**config.mk**
```make
export PLATFORM = sky130hd
export DESIGN_NAME = decimal_text_to_integer_unit
export DESIGN_NICKNAME = d
export VERILOG_FILES = /design/src/dtoi_pkg.sv /design/src/dtoi_classify.sv /design/src/dtoi_scan.sv /design/src/dtoi_out_reg.sv /design/src/decimal_text_to_integer_unit.sv
export VERILOG_INCLUDE_DIRS = /design/src /design/src/src
export SDC_FILE = /design/constraint.sdc
export NUM_CORES = 1
export LEC_CHECK = 0
export BUFFER_PORTS_ARGS = -buffer_cell sky130_fd_sc_hd__buf_2
export CORE_UTILIZATION = 35
export CTS_CLUSTER_SIZE = 12
export DETAILED_ROUTE_END_ITERATION = 10
export PLACE_DENSITY = 0.52
export SETUP_SLACK_MARGIN = 0.2
export SLEW_MARGIN = 15
export SYNTH_ARGS = -nofsm -noshare
export SYNTH_HDL_FRONTEND = slang
export SYNTH_SLANG_ARGS = --single-unit
```
**constraint.sdc**
```tcl
create_clock -name clk -period 11.06 [get_ports clk]
set_input_delay 1.106 -clock clk [delete_from_list [all_inputs] [get_ports clk]]
set_output_delay 1.106 -clock clk [all_outputs]
set_load 0.01 [all_outputs]
```
**src/decimal_text_to_integer_unit_defines.svh**
```systemverilog
// ----------------------------------------------------------------------------
// Assertion macros for the decimal text to integer unit
// Shared concurrent-check forms used by the RTL files.
// ----------------------------------------------------------------------------
`ifndef DECIMAL_TEXT_TO_INTEGER_UNIT_DEFINES_SVH
`define DECIMAL_TEXT_TO_INTEGER_UNIT_DEFINES_SVH

// same-cycle implication
`define DTOI_ASSERT_IMP(lbl, clk, rst, ante, cons, msg) \
  lbl: assert property (@(posedge clk) disable iff (rst) (ante) |-> (cons)) \
    else $error(msg);

// next-cycle implication
`define DTOI_ASSERT_NXT(lbl, clk, rst, ante, cons, msg) \
  lbl: assert property (@(posedge clk) disable iff (rst) (ante) |=> (cons)) \
    else $error(msg);

`endif

```
**src/dtoi_pkg.sv**
```systemverilog
// ----------------------------------------------------------------------------
// dtoi_pkg
// Types and constants of the decimal text to integer unit.
// ----------------------------------------------------------------------------
package dtoi_pkg;

  typedef enum logic [1:0] {
    PH_LEAD   = 2'd0,
    PH_SIGNED = 2'd1,
    PH_DIGITS = 2'd2,
    PH_JUNK   = 2'd3
  } phase_t;

  typedef enum logic [1:0] {
    ST_OK         = 2'd0,
    ST_OVERFLOW   = 2'd1,
    ST_UNDERFLOW  = 2'd2,
    ST_INCONVERT  = 2'd3
  } status_t;

  localparam logic [63:0] MAG_CAP     = 64'h8000_0000_0000_0000;
  localparam logic [63:0] POS_MAX_64  = 64'h7FFF_FFFF_FFFF_FFFF;
  localparam logic [63:0] POS_MAX_32  = 64'h0000_0000_7FFF_FFFF;
  localparam logic [63:0] NEG_MAX_32  = 64'h0000_0000_8000_0000;

  localparam logic [7:0] CH_NUL   = 8'd0;
  localparam logic [7:0] CH_SPACE = 8'd32;
  localparam logic [7:0] CH_PLUS  = 8'd43;
  localparam logic [7:0] CH_MINUS = 8'd45;
  localparam logic [7:0] CH_ZERO  = 8'd48;
  localparam logic [7:0] CH_NINE  = 8'd57;
  localparam logic [7:0] CH_TAB   = 8'd9;
  localparam logic [7:0] CH_CR    = 8'd13;

  typedef struct packed {
    logic       is_term;
    logic       is_space;
    logic       is_sign;
    logic       is_minus;
    logic       is_digit;
    logic [3:0] digit;
  } byte_class_t;

  typedef struct packed {
    status_t     status;
    logic [63:0] value;
  } result_t;

endpackage

```
**src/dtoi_classify.sv**
```systemverilog
// ----------------------------------------------------------------------------
// dtoi_classify
// Sorts one text byte into terminator, whitespace, sign, digit or other.
// ----------------------------------------------------------------------------
module dtoi_classify
  import dtoi_pkg::*;
(
  input  logic [7:0]  text_byte,
  output byte_class_t cls
);

  logic [7:0] digit_full;

  assign digit_full = text_byte - CH_ZERO;

  always_comb begin
    cls.is_term  = (text_byte == CH_NUL);
    cls.is_space = (text_byte == CH_SPACE) || (text_byte inside {[CH_TAB:CH_CR]});
    cls.is_sign  = (text_byte == CH_PLUS) || (text_byte == CH_MINUS);
    cls.is_minus = (text_byte == CH_MINUS);
    cls.is_digit = text_byte inside {[CH_ZERO:CH_NINE]};
    cls.digit    = digit_full[3:0];
  end

endmodule

```
**src/dtoi_scan.sv**
```systemverilog
// ----------------------------------------------------------------------------
// dtoi_scan
// Scan state and saturating decimal accumulator; forms the result at the
// terminator and clears itself for the next text.
// ----------------------------------------------------------------------------
`include "decimal_text_to_integer_unit_defines.svh"

module dtoi_scan
  import dtoi_pkg::*;
(
  input  logic        clk,
  input  logic        rst,
  input  logic        wide_mode,
  input  logic        step,
  input  byte_class_t cls,
  output result_t     res
);

  phase_t      phase, phase_next;
  logic        is_negative, is_negative_next;
  logic [63:0] magnitude, magnitude_next;
  logic        range_exceeded, range_exceeded_next;
  logic        digit_seen, digit_seen_next;
  logic        trailing_junk, trailing_junk_next;

  logic [67:0] mag_x10_sum;
  logic        sum_exceeds;
  logic [63:0] pos_max, neg_max;

  // magnitude * 10 + digit, checked against the cap
  assign mag_x10_sum = ({4'd0, magnitude} << 3) + ({4'd0, magnitude} << 1)
                     + {64'd0, cls.digit};
  assign sum_exceeds = mag_x10_sum > {4'd0, MAG_CAP};

  always_comb begin
    phase_next          = phase;
    is_negative_next    = is_negative;
    magnitude_next      = magnitude;
    range_exceeded_next = range_exceeded;
    digit_seen_next     = digit_seen;
    trailing_junk_next  = trailing_junk;
    if (step) begin
      if (cls.is_term) begin
        phase_next          = PH_LEAD;
        is_negative_next    = 1'b0;
        magnitude_next      = '0;
        range_exceeded_next = 1'b0;
        digit_seen_next     = 1'b0;
        trailing_junk_next  = 1'b0;
      end else begin
        case (phase)
          PH_LEAD, PH_SIGNED, PH_DIGITS: begin
            if (cls.is_digit) begin
              digit_seen_next = 1'b1;
              phase_next      = PH_DIGITS;
              if (!range_exceeded) begin
                if (sum_exceeds) begin
                  range_exceeded_next = 1'b1;
                  magnitude_next      = MAG_CAP;
                end else begin
                  magnitude_next = mag_x10_sum[63:0];
                end
              end
            end else if (phase == PH_LEAD && cls.is_space) begin
              phase_next = PH_LEAD;
            end else if (phase == PH_LEAD && cls.is_sign) begin
              is_negative_next = cls.is_minus;
              phase_next       = PH_SIGNED;
            end else begin
              trailing_junk_next = 1'b1;
              phase_next         = PH_JUNK;
            end
          end
          default: begin
            trailing_junk_next = 1'b1;
          end
        endcase
      end
    end
  end

  always_comb begin
    pos_max   = wide_mode ? POS_MAX_64 : POS_MAX_32;
    neg_max   = wide_mode ? MAG_CAP : NEG_MAX_32;
    res.value = '0;
    if (digit_seen && !is_negative && (range_exceeded || magnitude > pos_max)) begin
      res.status = ST_OVERFLOW;
    end else if (digit_seen && is_negative && (range_exceeded || magnitude > neg_max)) begin
      res.status = ST_UNDERFLOW;
    end else if (!digit_seen || trailing_junk) begin
      res.status = ST_INCONVERT;
    end else begin
      res.status = ST_OK;
      res.value  = is_negative ? (64'd0 - magnitude) : magnitude;
    end
  end

  always_ff @(posedge clk) begin
    if (rst) begin
      phase          <= PH_LEAD;
      is_negative    <= 1'b0;
      magnitude      <= '0;
      range_exceeded <= 1'b0;
      digit_seen     <= 1'b0;
      trailing_junk  <= 1'b0;
    end else begin
      phase          <= phase_next;
      is_negative    <= is_negative_next;
      magnitude      <= magnitude_next;
      range_exceeded <= range_exceeded_next;
      digit_seen     <= digit_seen_next;
      trailing_junk  <= trailing_junk_next;
    end
  end

  `DTOI_ASSERT_IMP(a_cap_held, clk, rst, range_exceeded, magnitude == MAG_CAP, "saturated magnitude not at cap")
  `DTOI_ASSERT_IMP(a_junk_flag, clk, rst, phase == PH_JUNK, trailing_junk, "junk phase without junk flag")
  `DTOI_ASSERT_NXT(a_clear_after_term, clk, rst, step && cls.is_term, (phase == PH_LEAD) && !digit_seen && !trailing_junk, "scan state not cleared after terminator")

endmodule

```
**src/dtoi_out_reg.sv**
```systemverilog
// ----------------------------------------------------------------------------
// dtoi_out_reg
// Result register; takes a new result when empty or while the held one is being taken.
// ----------------------------------------------------------------------------
module dtoi_out_reg
  import dtoi_pkg::*;
(
  input  logic    clk,
  input  logic    rst,
  input  logic    load,
  input  result_t load_res,
  output logic    can_load,
  output logic    valid,
  input  logic    ready,
  output result_t res
);

  assign can_load = !valid || ready;

  always_ff @(posedge clk) begin
    if (rst) begin
      valid <= 1'b0;
    end else if (can_load) begin
      valid <= load;
    end
  end

  always_ff @(posedge clk) begin
    if (load && can_load) begin
      res <= load_res;
    end
  end

endmodule

```
**src/decimal_text_to_integer_unit.sv**
```systemverilog
// ----------------------------------------------------------------------------
// decimal_text_to_integer_unit
// Base-10 text to signed integer converter, one text byte per item.
//
//   channel  direction  payload
//   s_*      in         text byte, zero ends the text
//   m_*      out        status and value, one item per terminator
//   cfg_*    in         wide_mode (0: 32-bit range, 1: 64-bit range)
//
// One byte per cycle sustained while no terminator waits on a stalled result;
// a terminator is registered in the input byte register and its result in
// the output register. The per-byte path is the multiply-by-ten-and-add of
// the 64-bit accumulator. Synchronous reset clears the scan state and
// selects the 32-bit range. A stalled result holds back the next terminator
// and the bytes behind it; bytes before it keep flowing.
// ----------------------------------------------------------------------------
`include "decimal_text_to_integer_unit_defines.svh"

module decimal_text_to_integer_unit
  import dtoi_pkg::*;
(
  input  logic        clk,
  input  logic        rst,
  input  logic        s_tvalid,
  output logic        s_tready,
  input  logic [7:0]  s_tdata,   // [7:0] text_byte
  output logic        m_tvalid,
  input  logic        m_tready,
  output logic [71:0] m_tdata,   // [1:0] status, [65:2] parsed_value, [71:66] zero
  input  logic        cfg_valid,
  output logic        cfg_ready,
  input  logic        cfg_data
);

  logic        wide_mode;
  logic        in_valid;
  logic [7:0]  in_byte;
  byte_class_t cls;
  logic        advance;
  logic        step;
  logic        can_load;
  result_t     scan_res;
  result_t     out_res;

  assign cfg_ready = 1'b1;

  always_ff @(posedge clk) begin
    if (rst) begin
      wide_mode <= 1'b0;
    end else if (cfg_valid && cfg_ready) begin
      wide_mode <= cfg_data;
    end
  end

  dtoi_classify u_classify (
    .text_byte (in_byte),
    .cls       (cls)
  );

  // a terminator waits for room in the result register
  assign advance  = !cls.is_term || can_load;
  assign step     = in_valid && advance;
  assign s_tready = !in_valid || advance;

  always_ff @(posedge clk) begin
    if (rst) begin
      in_valid <= 1'b0;
    end else if (s_tready) begin
      in_valid <= s_tvalid;
    end
  end

  always_ff @(posedge clk) begin
    if (s_tvalid && s_tready) begin
      in_byte <= s_tdata;
    end
  end

  dtoi_scan u_scan (
    .clk       (clk),
    .rst       (rst),
    .wide_mode (wide_mode),
    .step      (step),
    .cls       (cls),
    .res       (scan_res)
  );

  dtoi_out_reg u_out_reg (
    .clk      (clk),
    .rst      (rst),
    .load     (step && cls.is_term),
    .load_res (scan_res),
    .can_load (can_load),
    .valid    (m_tvalid),
    .ready    (m_tready),
    .res      (out_res)
  );

  assign m_tdata = {6'd0, out_res.value, out_res.status};

  `DTOI_ASSERT_IMP(a_bad_status_zero, clk, rst, m_tvalid && (m_tdata[1:0] != ST_OK), m_tdata[65:2] == 64'd0, "non-ok result with nonzero value")
  `DTOI_ASSERT_IMP(a_narrow_fits, clk, rst, m_tvalid && (m_tdata[1:0] == ST_OK) && !wide_mode, (&m_tdata[65:33]) || (m_tdata[65:33] == 33'd0), "ok value outside 32-bit range")
  `DTOI_ASSERT_IMP(a_term_backpressure, clk, rst, in_valid && cls.is_term && m_tvalid && !m_tready, !s_tready && !step, "terminator taken while result stalled")

endmodule
```
==> flow_summary.ini, run 1 <==
[sta]
hold_viol_final = 0
worstMarginPinSlew_ns = 1.106
report.final.slew_viol_count = 0
min_period_over_period_pct = 46.79
setup-violations-final = 0
max_freq_mhz = 193.2
timing.setup.tns_ns = 0
max_slew_margin_pct = 24.33
fin_worst_skew_ns = 0.01367
grt_setup_unrepaired = no
post-route-min-period_ns = 5.175

[routing]
via_per_inst = 5.714
num_vias = 12170
drtIter0Drc = 1003
antenna_left = 0
routedWlPerCell_um = 19.32
post-route-drc-count = 0
drt_wl_total_mm = 41.14
first_pass_iters = 5

[layout]
nNetsFinal = 1791
drive_above_1_share_pct = 9.662
post-route-util_pct = 39.30
mostFrequentLayoutCells = nand2_1, ha_1, nor2_1
antenna_cells = 0
area_delta_synth_final_pct = 9.897
final_common_cell = nand2_1
stdcell_count = 2129

[setup_path]
cp-endpoint = u_scan.range_exceeded$_SDFFE_PP0P_
worstPathRequired_ns = 11.39
worstPathMaxFanout = 51
worstPathArrival_ns = 5.51
r2r_cells = 14
r2r_end = u_scan.range_exceeded$_SDFFE_PP0P_
rrSetupSlack_ns = 5.88
worstSetupPathType = flip-flop to flip-flop
r2r_start = u_scan.magnitude[36]$_SDFFE_PP0P_
start_kind = flip-flop
critPathLaunch = u_scan.magnitude[36]$_SDFFE_PP0P_
crit_path_end_kind = flip-flop

[clocking]
clock_latency_ns = 0.44
cts_resized = 0
cts_tree = built
cts_setup_buffers = 0
cts.clk_slew.worst_paths_ns = 0.06
htree_levels = 4
root_buffer = clkbuf_16
cts_buffers = 17
cts_hold_buffers = 0
cts.sinks = 147
clk_path_buf_depth = 2

[yosys]
yosys_register_bits = 147
synth-edff-count = 74
postSynthCellCount = 1602
netlist_area_sq_um = 13190
yosys_warnings = 0
ys_types = 79
synth_async_sr_flop_share_pct = 0
syn-mean-instance-area_sq_um = 8.230
ys.flop_type = edfxtp_1
yosysSeqAreaShare_pct = 27.94

[floorplanning]
die_x_um = 196.1
core_sq_um = 36870
row_count = 70
io_pins = 89
die_h_um = 196.1
dieArea_sq_um = 38450
start_util_pct = 35.76

[global_routing]
grt_usage_pct = 21.58
grt_overflow = 0
grt_pass1_vias = 11560
grt_max_degree = 67
antenna_found_initial = 0
grt_pass1_wl_mm = 65.47

[placement]
place_congestion = 0.9481
place.port_buffers = 81
hpwl_mm = 32.36
placed_cells = 2097

[outcome]
status = complete, no violations

[min_path]
hold_class = flip-flop to flip-flop
hold_depth = 2

[pwr]
p_leak_nw = 6.195
peakVddDrop_v = 0.00007147
power_density_nw_per_um2 = 81.06

[run]
cap_violations = 0
-- worst min-delay path by stage --
| stage | end | startpoint |
|---|---|---|
| finish | wide_mode$_SDFFE_PP0P_ | wide_mode$_SDFFE_PP0P_ |
| global placement | u_scan.digit_seen$_SDFFE_PP0P_ | u_scan.digit_seen$_SDFFE_PP0P_ |
| CTS | wide_mode$_SDFFE_PP0P_ | wide_mode$_SDFFE_PP0P_ |
| detailed placement | wide_mode$_SDFFE_PP0P_ | wide_mode$_SDFFE_PP0P_ |
| global route | u_scan.digit_seen$_SDFFE_PP0P_ | u_scan.digit_seen$_SDFFE_PP0P_ |
| floorplan | wide_mode$_SDFFE_PP0P_ | wide_mode$_SDFFE_PP0P_ |
-- Yosys cell counts (all sizes together), types with 9 or more instances --
master | number | area (sq um)
nand2 | 196 | 738.2
o31ai | 25 | 197.7
o21bai | 9 | 67.56
and4 | 10 | 87.58
a31oi | 12 | 75.07
ha | 163 | 2039
a21oi | 107 | 535.5
a22o | 19 | 166.4
xor2 | 82 | 718.2
xnor2 | 35 | 306.5
and2 | 9 | 56.30
nand4 | 94 | 588.1
nand2b | 14 | 102.6
dfxtp | 73 | 1461
inv | 27 | 101.4
nor3 | 51 | 260.3
nor4 | 18 | 133.9
edfxtp | 74 | 2222
nor2 | 146 | 548.0
nand3 | 28 | 140.1
clkbuf | 84 | 315.3
a221oi | 9 | 78.83
and3 | 10 | 62.56
o21ai | 92 | 460.4
a21o | 33 | 247.7
mux2i | 9 | 90.09
o21a | 9 | 67.56
buf | 18 | 101.4
o41ai | 12 | 105.1
or3 | 25 | 171.4
or4 | 23 | 191.4
-- metal layers --
metal  GRT usage (%)  vias up  share of wire (%)
met5               0        -                  0
met4           6.105        0                1.8
met3           2.854       50                5.4
met2           32.45      363                 42
met1           31.92     5737                 50
li1                -     6016                  -
-- stage by stage --
stage / cell area [sq um] / power, mW / hold slack [ns] / worst slack, ns
finish: 14490 / 1.175 / 0.5067 / 5.885
global route: 14490 / 1.211 / 0.5635 / 5.611
CTS: 14490 / 1.183 / 0.5249 / 5.928
detailed placement: 13920 / 0.6276 / 0.5034 / 5.946
global placement: 13920 / 0.6274 / 0.5072 / 6.066
floorplan: 13200 / 0.6161 / 0.4604 / 7.045
-- critical path: stages (launching register included) --
cell and delay, ns:
dfxtp_1 0.65, ha_1 0.33, ha_1 0.44, a21oi_1 0.32
o21ba_2 0.19, o21ai_0 0.23, o21bai_1 0.21, nor4bb_1 0.46
o31ai_1 0.27, a221oi_1 0.37, mux2i_1 0.21, and3_2 0.39
buf_4 0.55, nand4_1 0.19, and4b_1 0.22
-- registers in the layout, indices dropped and copies added (netlist names) --
register	count
in_byte	8
in_valid	1
u_out_reg.res	66
u_out_reg.valid	1
u_scan.digit_seen	1
u_scan.is_negative	1
u_scan.magnitude	64
u_scan.phase	2
u_scan.range_exceeded	1
u_scan.trailing_junk	1
wide_mode	1
-- logic make-up after synthesis --
logic type	after synthesis	synth area share, %
AOI/OAI and AO/OA	383	18.90
xor gates and xnor gates	117	7.772
adders and majority gates	165	15.77
buffers and inverters	129	3.929
DFF	147	27.94
muxes	10	0.7687
other	2	0.05696
and+or+nand+nor	649	24.86
-- where the power goes --
part / internal (mW) / switching (mW) / leakage [nW]
clock network: 0.310 / 0.249 / 0.282
registers: 0.572 / 0.00513 / 1.15
logic: 0.0138 / 0.0253 / 4.77
total: 0.895 / 0.279 / 6.20
-- final cells by class --
| class | instances | area [sq um] |
|---|---|---|
| clock inverter | 12 | 93.84 |
| timing repair buffer | 88 | 457.9 |
| multi-input combinational | 1331 | 9054 |
| fill | 3794 | 22380 |
| sequential | 147 | 3685 |
| clock buffer | 20 | 467.9 |
| tap | 504 | 630.6 |
| inverter | 27 | 101.3 |
(Power assumes the default switching activity.)
==> run 2, diff against run 1 <==
Clock period 11.06 ns to 5.2 ns, I/O delays scaled along.
==> flow_summary.ini, run 2 (synthesis results as in run 1) <==
[outcome]
status = complete, no violations

[layout]
final_common_cell = nand2_1
drive_above_1_share_pct = 10.83
mostFrequentLayoutCells = nand2_1, ha_1, nor2_1
nNetsFinal = 1810
area_delta_synth_final_pct = 11.38
antenna_cells = 0
largest_reg_flops = 66
top_regs = u_out_reg.res: 66 flops, u_scan.magnitude: 64 flops, in_byte: 8 flops
multi_input_area_sq_um = 9061
fillerInstances = 3773
seqCellArea_sq_um = 3686
largest-register = u_out_reg.res

[placement]
place.port_buffers = 81
place_congestion = 0.9489
hpwl_mm = 33.20

[setup_path]
crit_slowest_cell = o31ai_1
worstPathMaxFanout = 7
start_kind = flip-flop
worstSetupPathType = flip-flop to flip-flop
cpPeakStageDelay_ns = 0.72
worstPathArrival_ns = 4.98
crit_path_end_kind = flip-flop
worstPathRequired_ns = 5.53
cp.buffers_inverters = 0
cpMostUsedCell = ha_1
path_delay_family = compound AO/OA/AOI/OAI gates
crit_chain = ha_1 -> ha_1 -> nand2_1 -> o21ai_0 -> a211oi_1 -> o221a_2 -> o31ai_1 -> nor2_1 -> a2111o_1 -> nor4_1 -> and4_1 -> nand4_1 -> and4b_1

[sta]
hold_viol_final = 0
timing.setup.tns_ns = 0
max_freq_mhz = 215.2
worstMarginPinSlew_ns = 1.023
fin_worst_skew_ns = 0.01350
report.final.slew_viol_count = 0
max_slew_margin_pct = 31.19
setup-violations-final = 0
grt_setup_unrepaired = no
post-route-min-period_ns = 4.647
min_period_over_period_pct = 89.37

[global_routing]
grt_pass1_wl_mm = 65.99
grt_overflow = 0
grt_pass1_vias = 11500
grt_max_degree = 67
antenna_found_initial = 0
grt_usage_pct = 21.74

[routing]
drt_wl_total_mm = 41.56
post-route-drc-count = 0
drtIter0Drc = 969
antenna_left = 0
first_pass_iters = 5
num_vias = 12260
routedWlPerCell_um = 19.35
via_per_inst = 5.708

[pwr]
intPower_mw = 1.960
clkPwrFrac_pct = 48.0
peakVddDrop_v = 0.0001661
pwr-share-seq_pct = 48.6
p_leak_nw = 6.308
switching_share_pct = 22.34
p_sw_mw = 0.5638
comb_power_share_pct = 3.4
power_density_nw_per_um2 = 171.8
power_mw = 2.523

[clocking]
clk_path_buf_depth = 2
cts.sinks = 147
cts_setup_buffers = 0
root_buffer = clkbuf_16
cts_buffers = 17
cts_tree = built
clock_latency_ns = 0.44
cts.clk_slew.worst_paths_ns = 0.07
htree_levels = 4

[floorplanning]
die_x_um = 196.1
start_util_pct = 35.76
dieArea_sq_um = 38450
io_pins = 89
core_sq_um = 36870
die_h_um = 196.1
row_count = 70

[run]
cap_violations = 0

[min_path]
hold_class = input pin to flip-flop
==> run 2: cell count changes in the layout (fill, tap and decap cells not counted), moves of 2 or more <==
cell / change
buf_4: +17
clkinv_2: +3
inv_4: -2
clkinv_4: -4
buf_12: +2
clkinvlp_4: +2
==> run 2: area by class of cell <==
type,count,share of cell area [%]
clock buffer,20,3.263
clock inverter,12,0.6901
inverter,27,0.6901
multi-input combinational,1331,61.70
sequential,147,25.10
tap,504,4.294
timing repair buffer,107,4.260
==> run 2: repair_timing <==
action                     4_1_cts  5_1_grt
resized for setup                0        6
hold buffers                     0        0
setup endpoints to repair        0       47
==> run 2: power groups by stage <==
| stage | clock, mW | combinational, mW | sequential (mW) |
|---|---|---|---|
| 2_1_floorplan | 0 | 0.0622 | 1.25 |
| 3_3_place_gp | 0 | 0.0839 | 1.25 |
| 3_5_place_dp | 0 | 0.0845 | 1.25 |
| 4_1_cts | 1.23 | 0.0855 | 1.23 |
| 5_1_grt | 1.29 | 0.0959 | 1.23 |
| 6_report | 1.21 | 0.0851 | 1.23 |
==> run 2: worst reg2reg max path: cells and delay by family, from the launching register on <==
kind / cells / cell delay, ns
flops: 1 / 0.54
compound gates: 5 / 2.12
fa+ha+maj: 2 / 0.73
simple gates: 6 / 1.13
==> run 2: final timing paths <==
path,from,endpoint,slack [ns],depth (start not counted)
worst max-delay path,u_scan.magnitude[9]$_SDFFE_PP0P_,u_scan.range_exceeded$_SDFFE_PP0P_,0.55,13
worst min-delay path,s_tdata[4],in_byte[4]$_DFFE_PP_,0.26,1
worst max register to register,u_scan.magnitude[9]$_SDFFE_PP0P_,u_scan.range_exceeded$_SDFFE_PP0P_,0.55,13
worst min register to register,u_scan.digit_seen$_SDFFE_PP0P_,u_scan.digit_seen$_SDFFE_PP0P_,0.52,2
==> run 2: routing by layer <==
metal  vias to the layer above  GRT usage [%]  share of wire [%]
met2                       336          32.25                 42
met3                        57          2.252                4.5
li1                       6031              -                  -
met1                      5836          32.38                 51
met5                         -              0                  0
met4                         0          7.523                2.5
==> run 2: metrics by stage <==
step / setup WS (ns) / instance area, sq um / hold WS, ns / std cells / util [%]
after floorplan: 1.185 / 13200 / 0.4604 / 1607 / -
after global placement: 0.4619 / 14080 / 0.5059 / 2116 / 38.19
after detailed placement: 0.3508 / 14080 / 0.5138 / 2116 / 38.19
after CTS: 0.3618 / 14660 / 0.2479 / 2148 / 39.77
after global routing: 0.3091 / 14690 / 0.2468 / 2148 / 39.83
final: 0.5529 / 14690 / 0.2625 / 2148 / 39.83
==> run 3, diff against run 2 <==
Settings changed: BUFFER_PORTS_ARGS -buffer_cell sky130_fd_sc_hd__buf_2 to -buffer_cell sky130_fd_sc_hd__clkbuf_2, SLEW_MARGIN 15 to not set.
==> flow_summary.ini, run 3 (synthesis results as in run 1) <==
[min_path]
hold_path_end = in_byte[6]$_DFFE_PP_
hold_start = s_tdata[6]
hold_class = input pin to flip-flop
hold_depth = 1

[layout]
final_common_cell = nand2_1
top_regs = u_out_reg.res: 66 flops, u_scan.magnitude: 64 flops, in_byte: 8 flops
drive_above_1_share_pct = 10.97
mostFrequentLayoutCells = nand2_1, ha_1, nor2_1
largest-register = u_out_reg.res
seqCellArea_sq_um = 3685
multi_input_area_sq_um = 9050
post-route-util_pct = 40.00
fillerInstances = 3738
largest_reg_flops = 66
nNetsFinal = 1816
area_delta_synth_final_pct = 11.87
antenna_cells = 0

[setup_path]
crit_path_end_kind = flip-flop
worstPathArrival_ns = 5.21
cpPeakStageDelay_ns = 0.81
worstSetupPathType = flip-flop to flip-flop
start_kind = flip-flop
r2r_cells = 15
r2r_end = u_scan.range_exceeded$_SDFFE_PP0P_
crit_slowest_cell = o31ai_1
worstPathMaxFanout = 7
r2r_start = u_scan.magnitude[0]$_SDFFE_PP0P_
crit_chain = inv_1 -> fa_1 -> inv_1 -> ha_1 -> a211oi_2 -> nor4_1 -> a211oi_1 -> o221a_2 -> o31ai_1 -> nor2_1 -> a2111o_1 -> nor4_1 -> and4_1 -> nand4_1 -> and4b_1
rrSetupSlack_ns = 0.33
worstPathRequired_ns = 5.54

[sta]
report.final.slew_viol_count = 0
setup-violations-final = 0
hold_viol_final = 0
timing.setup.tns_ns = 0
min_period_over_period_pct = 93.71
grt_setup_unrepaired = yes
fin_worst_skew_ns = 0.01141
max_slew_margin_pct = 32.83
worstMarginPinSlew_ns = 0.9989
post-route-min-period_ns = 4.873
max_freq_mhz = 205.2

[clocking]
htree_levels = 4
clk_path_buf_depth = 2
cts_setup_buffers = 0
clock_latency_ns = 0.44
cts_tree = built
cts_buffers = 17
cts.clk_slew.worst_paths_ns = 0.06
cts.sinks = 147
root_buffer = clkbuf_16

[placement]
place_congestion = 0.9388
hpwl_mm = 33.32
place.port_buffers = 81

[global_routing]
grt_usage_pct = 21.66
grt_pass1_vias = 11410
grt_max_degree = 67
grt_overflow = 0
grt_pass1_wl_mm = 65.23
antenna_found_initial = 0

[pwr]
power_mw = 2.625
pwr-share-seq_pct = 46.7
p_sw_mw = 0.5643
peakVddDrop_v = 0.0002301
power_density_nw_per_um2 = 177.9
comb_power_share_pct = 3.2
clkPwrFrac_pct = 50.0
intPower_mw = 2.060
switching_share_pct = 21.50
p_leak_nw = 6.425

[floorplanning]
row_count = 70
dieArea_sq_um = 38450
start_util_pct = 35.76
core_sq_um = 36870
die_x_um = 196.1
die_h_um = 196.1
io_pins = 89

[routing]
routedWlPerCell_um = 19.35
drtIter0Drc = 996
antenna_left = 0
via_per_inst = 5.691
num_vias = 12260
drt_wl_total_mm = 41.67
first_pass_iters = 5
post-route-drc-count = 0

[run]
cap_violations = 0

[outcome]
status = complete, no violations
[run 3: cell count changes in the layout (fill, tap and decap cells not counted), moves of 2 or more]
cell and delta:
clkbuf_2 +81, buf_2 -81, clkbuf_16 -2, clkinv_2 -2
bufinv_16 +3, buf_4 +7
[run 3: routing by layer]
layer  routed length [um]  track usage [%]  part of all wire (%)
met4                  913            6.771                   2.2
met1                21230            32.09                    51
met5                    0                0                     0
met3                 1979            2.613                   4.7
met2                17550            32.41                    42
[run 3: area by class of cell]
class                   count  area share (%)
multi-input cells        1331           61.35
well taps                 504           4.275
clock inverters            13           1.238
inverters                  27          0.6871
repair buffers            113           4.462
flip-flops and latches    147           24.98
clock buffers              19           3.003
[run 3: worst max path at each step]
stage | start | end | slack, ns | cells past startpoint
2_1_floorplan | in_byte[3]$_DFFE_PP_ | u_scan.range_exceeded$_SDFFE_PP0P_ | 1.18 | 16
3_3_place_gp | u_scan.magnitude[2]$_SDFFE_PP0P_ | u_scan.range_exceeded$_SDFFE_PP0P_ | 0.41 | 14
3_5_place_dp | u_scan.magnitude[0]$_SDFFE_PP0P_ | u_scan.range_exceeded$_SDFFE_PP0P_ | 0.35 | 14
4_1_cts | u_scan.magnitude[0]$_SDFFE_PP0P_ | u_scan.range_exceeded$_SDFFE_PP0P_ | 0.34 | 14
5_1_grt | u_scan.magnitude[2]$_SDFFE_PP0P_ | u_scan.range_exceeded$_SDFFE_PP0P_ | 0.1 | 15
6_report | u_scan.magnitude[0]$_SDFFE_PP0P_ | u_scan.range_exceeded$_SDFFE_PP0P_ | 0.33 | 15
[run 3: metrics by stage]
stage                     cells  area, sq um  worst slack [ns]  hold WS [ns]
after floorplan            1607        13200             1.185        0.4604
after global placement     2122        14120            0.4108        0.5085
after detailed placement   2122        14120            0.3518        0.5082
after CTS                  2154        14740            0.3385        0.2387
after global routing       2154        14750           0.09791        0.2362
final                      2154        14750            0.3269        0.2535
[run 3: critical path: cells and delay by family, from the launching register on]
kind                       cells  cell delay [ns]
AOI/OAI and AO/OA              5             1.86
adders and majority gates      2             0.91
DFF                            1             0.46
buffers and inverters          2             0.19
and+or+nand+nor                6             1.33
[run 3: repair_timing]
item,4_1_cts,5_1_grt
endpoints found under the hold margin,0,0
setup endpoints to repair,0,41
hold buffers,0,0
gates resized for setup,0,3
[run 3: power by group through the flow]
stage          clock, mW  combinational, mW  sequential, mW
2_1_floorplan          0             0.0622            1.25
3_3_place_gp           0             0.0842            1.25
3_5_place_dp           0             0.0845            1.25
4_1_cts             1.33             0.0851            1.23
5_1_grt             1.38             0.0958            1.23
6_report            1.31             0.0849            1.23
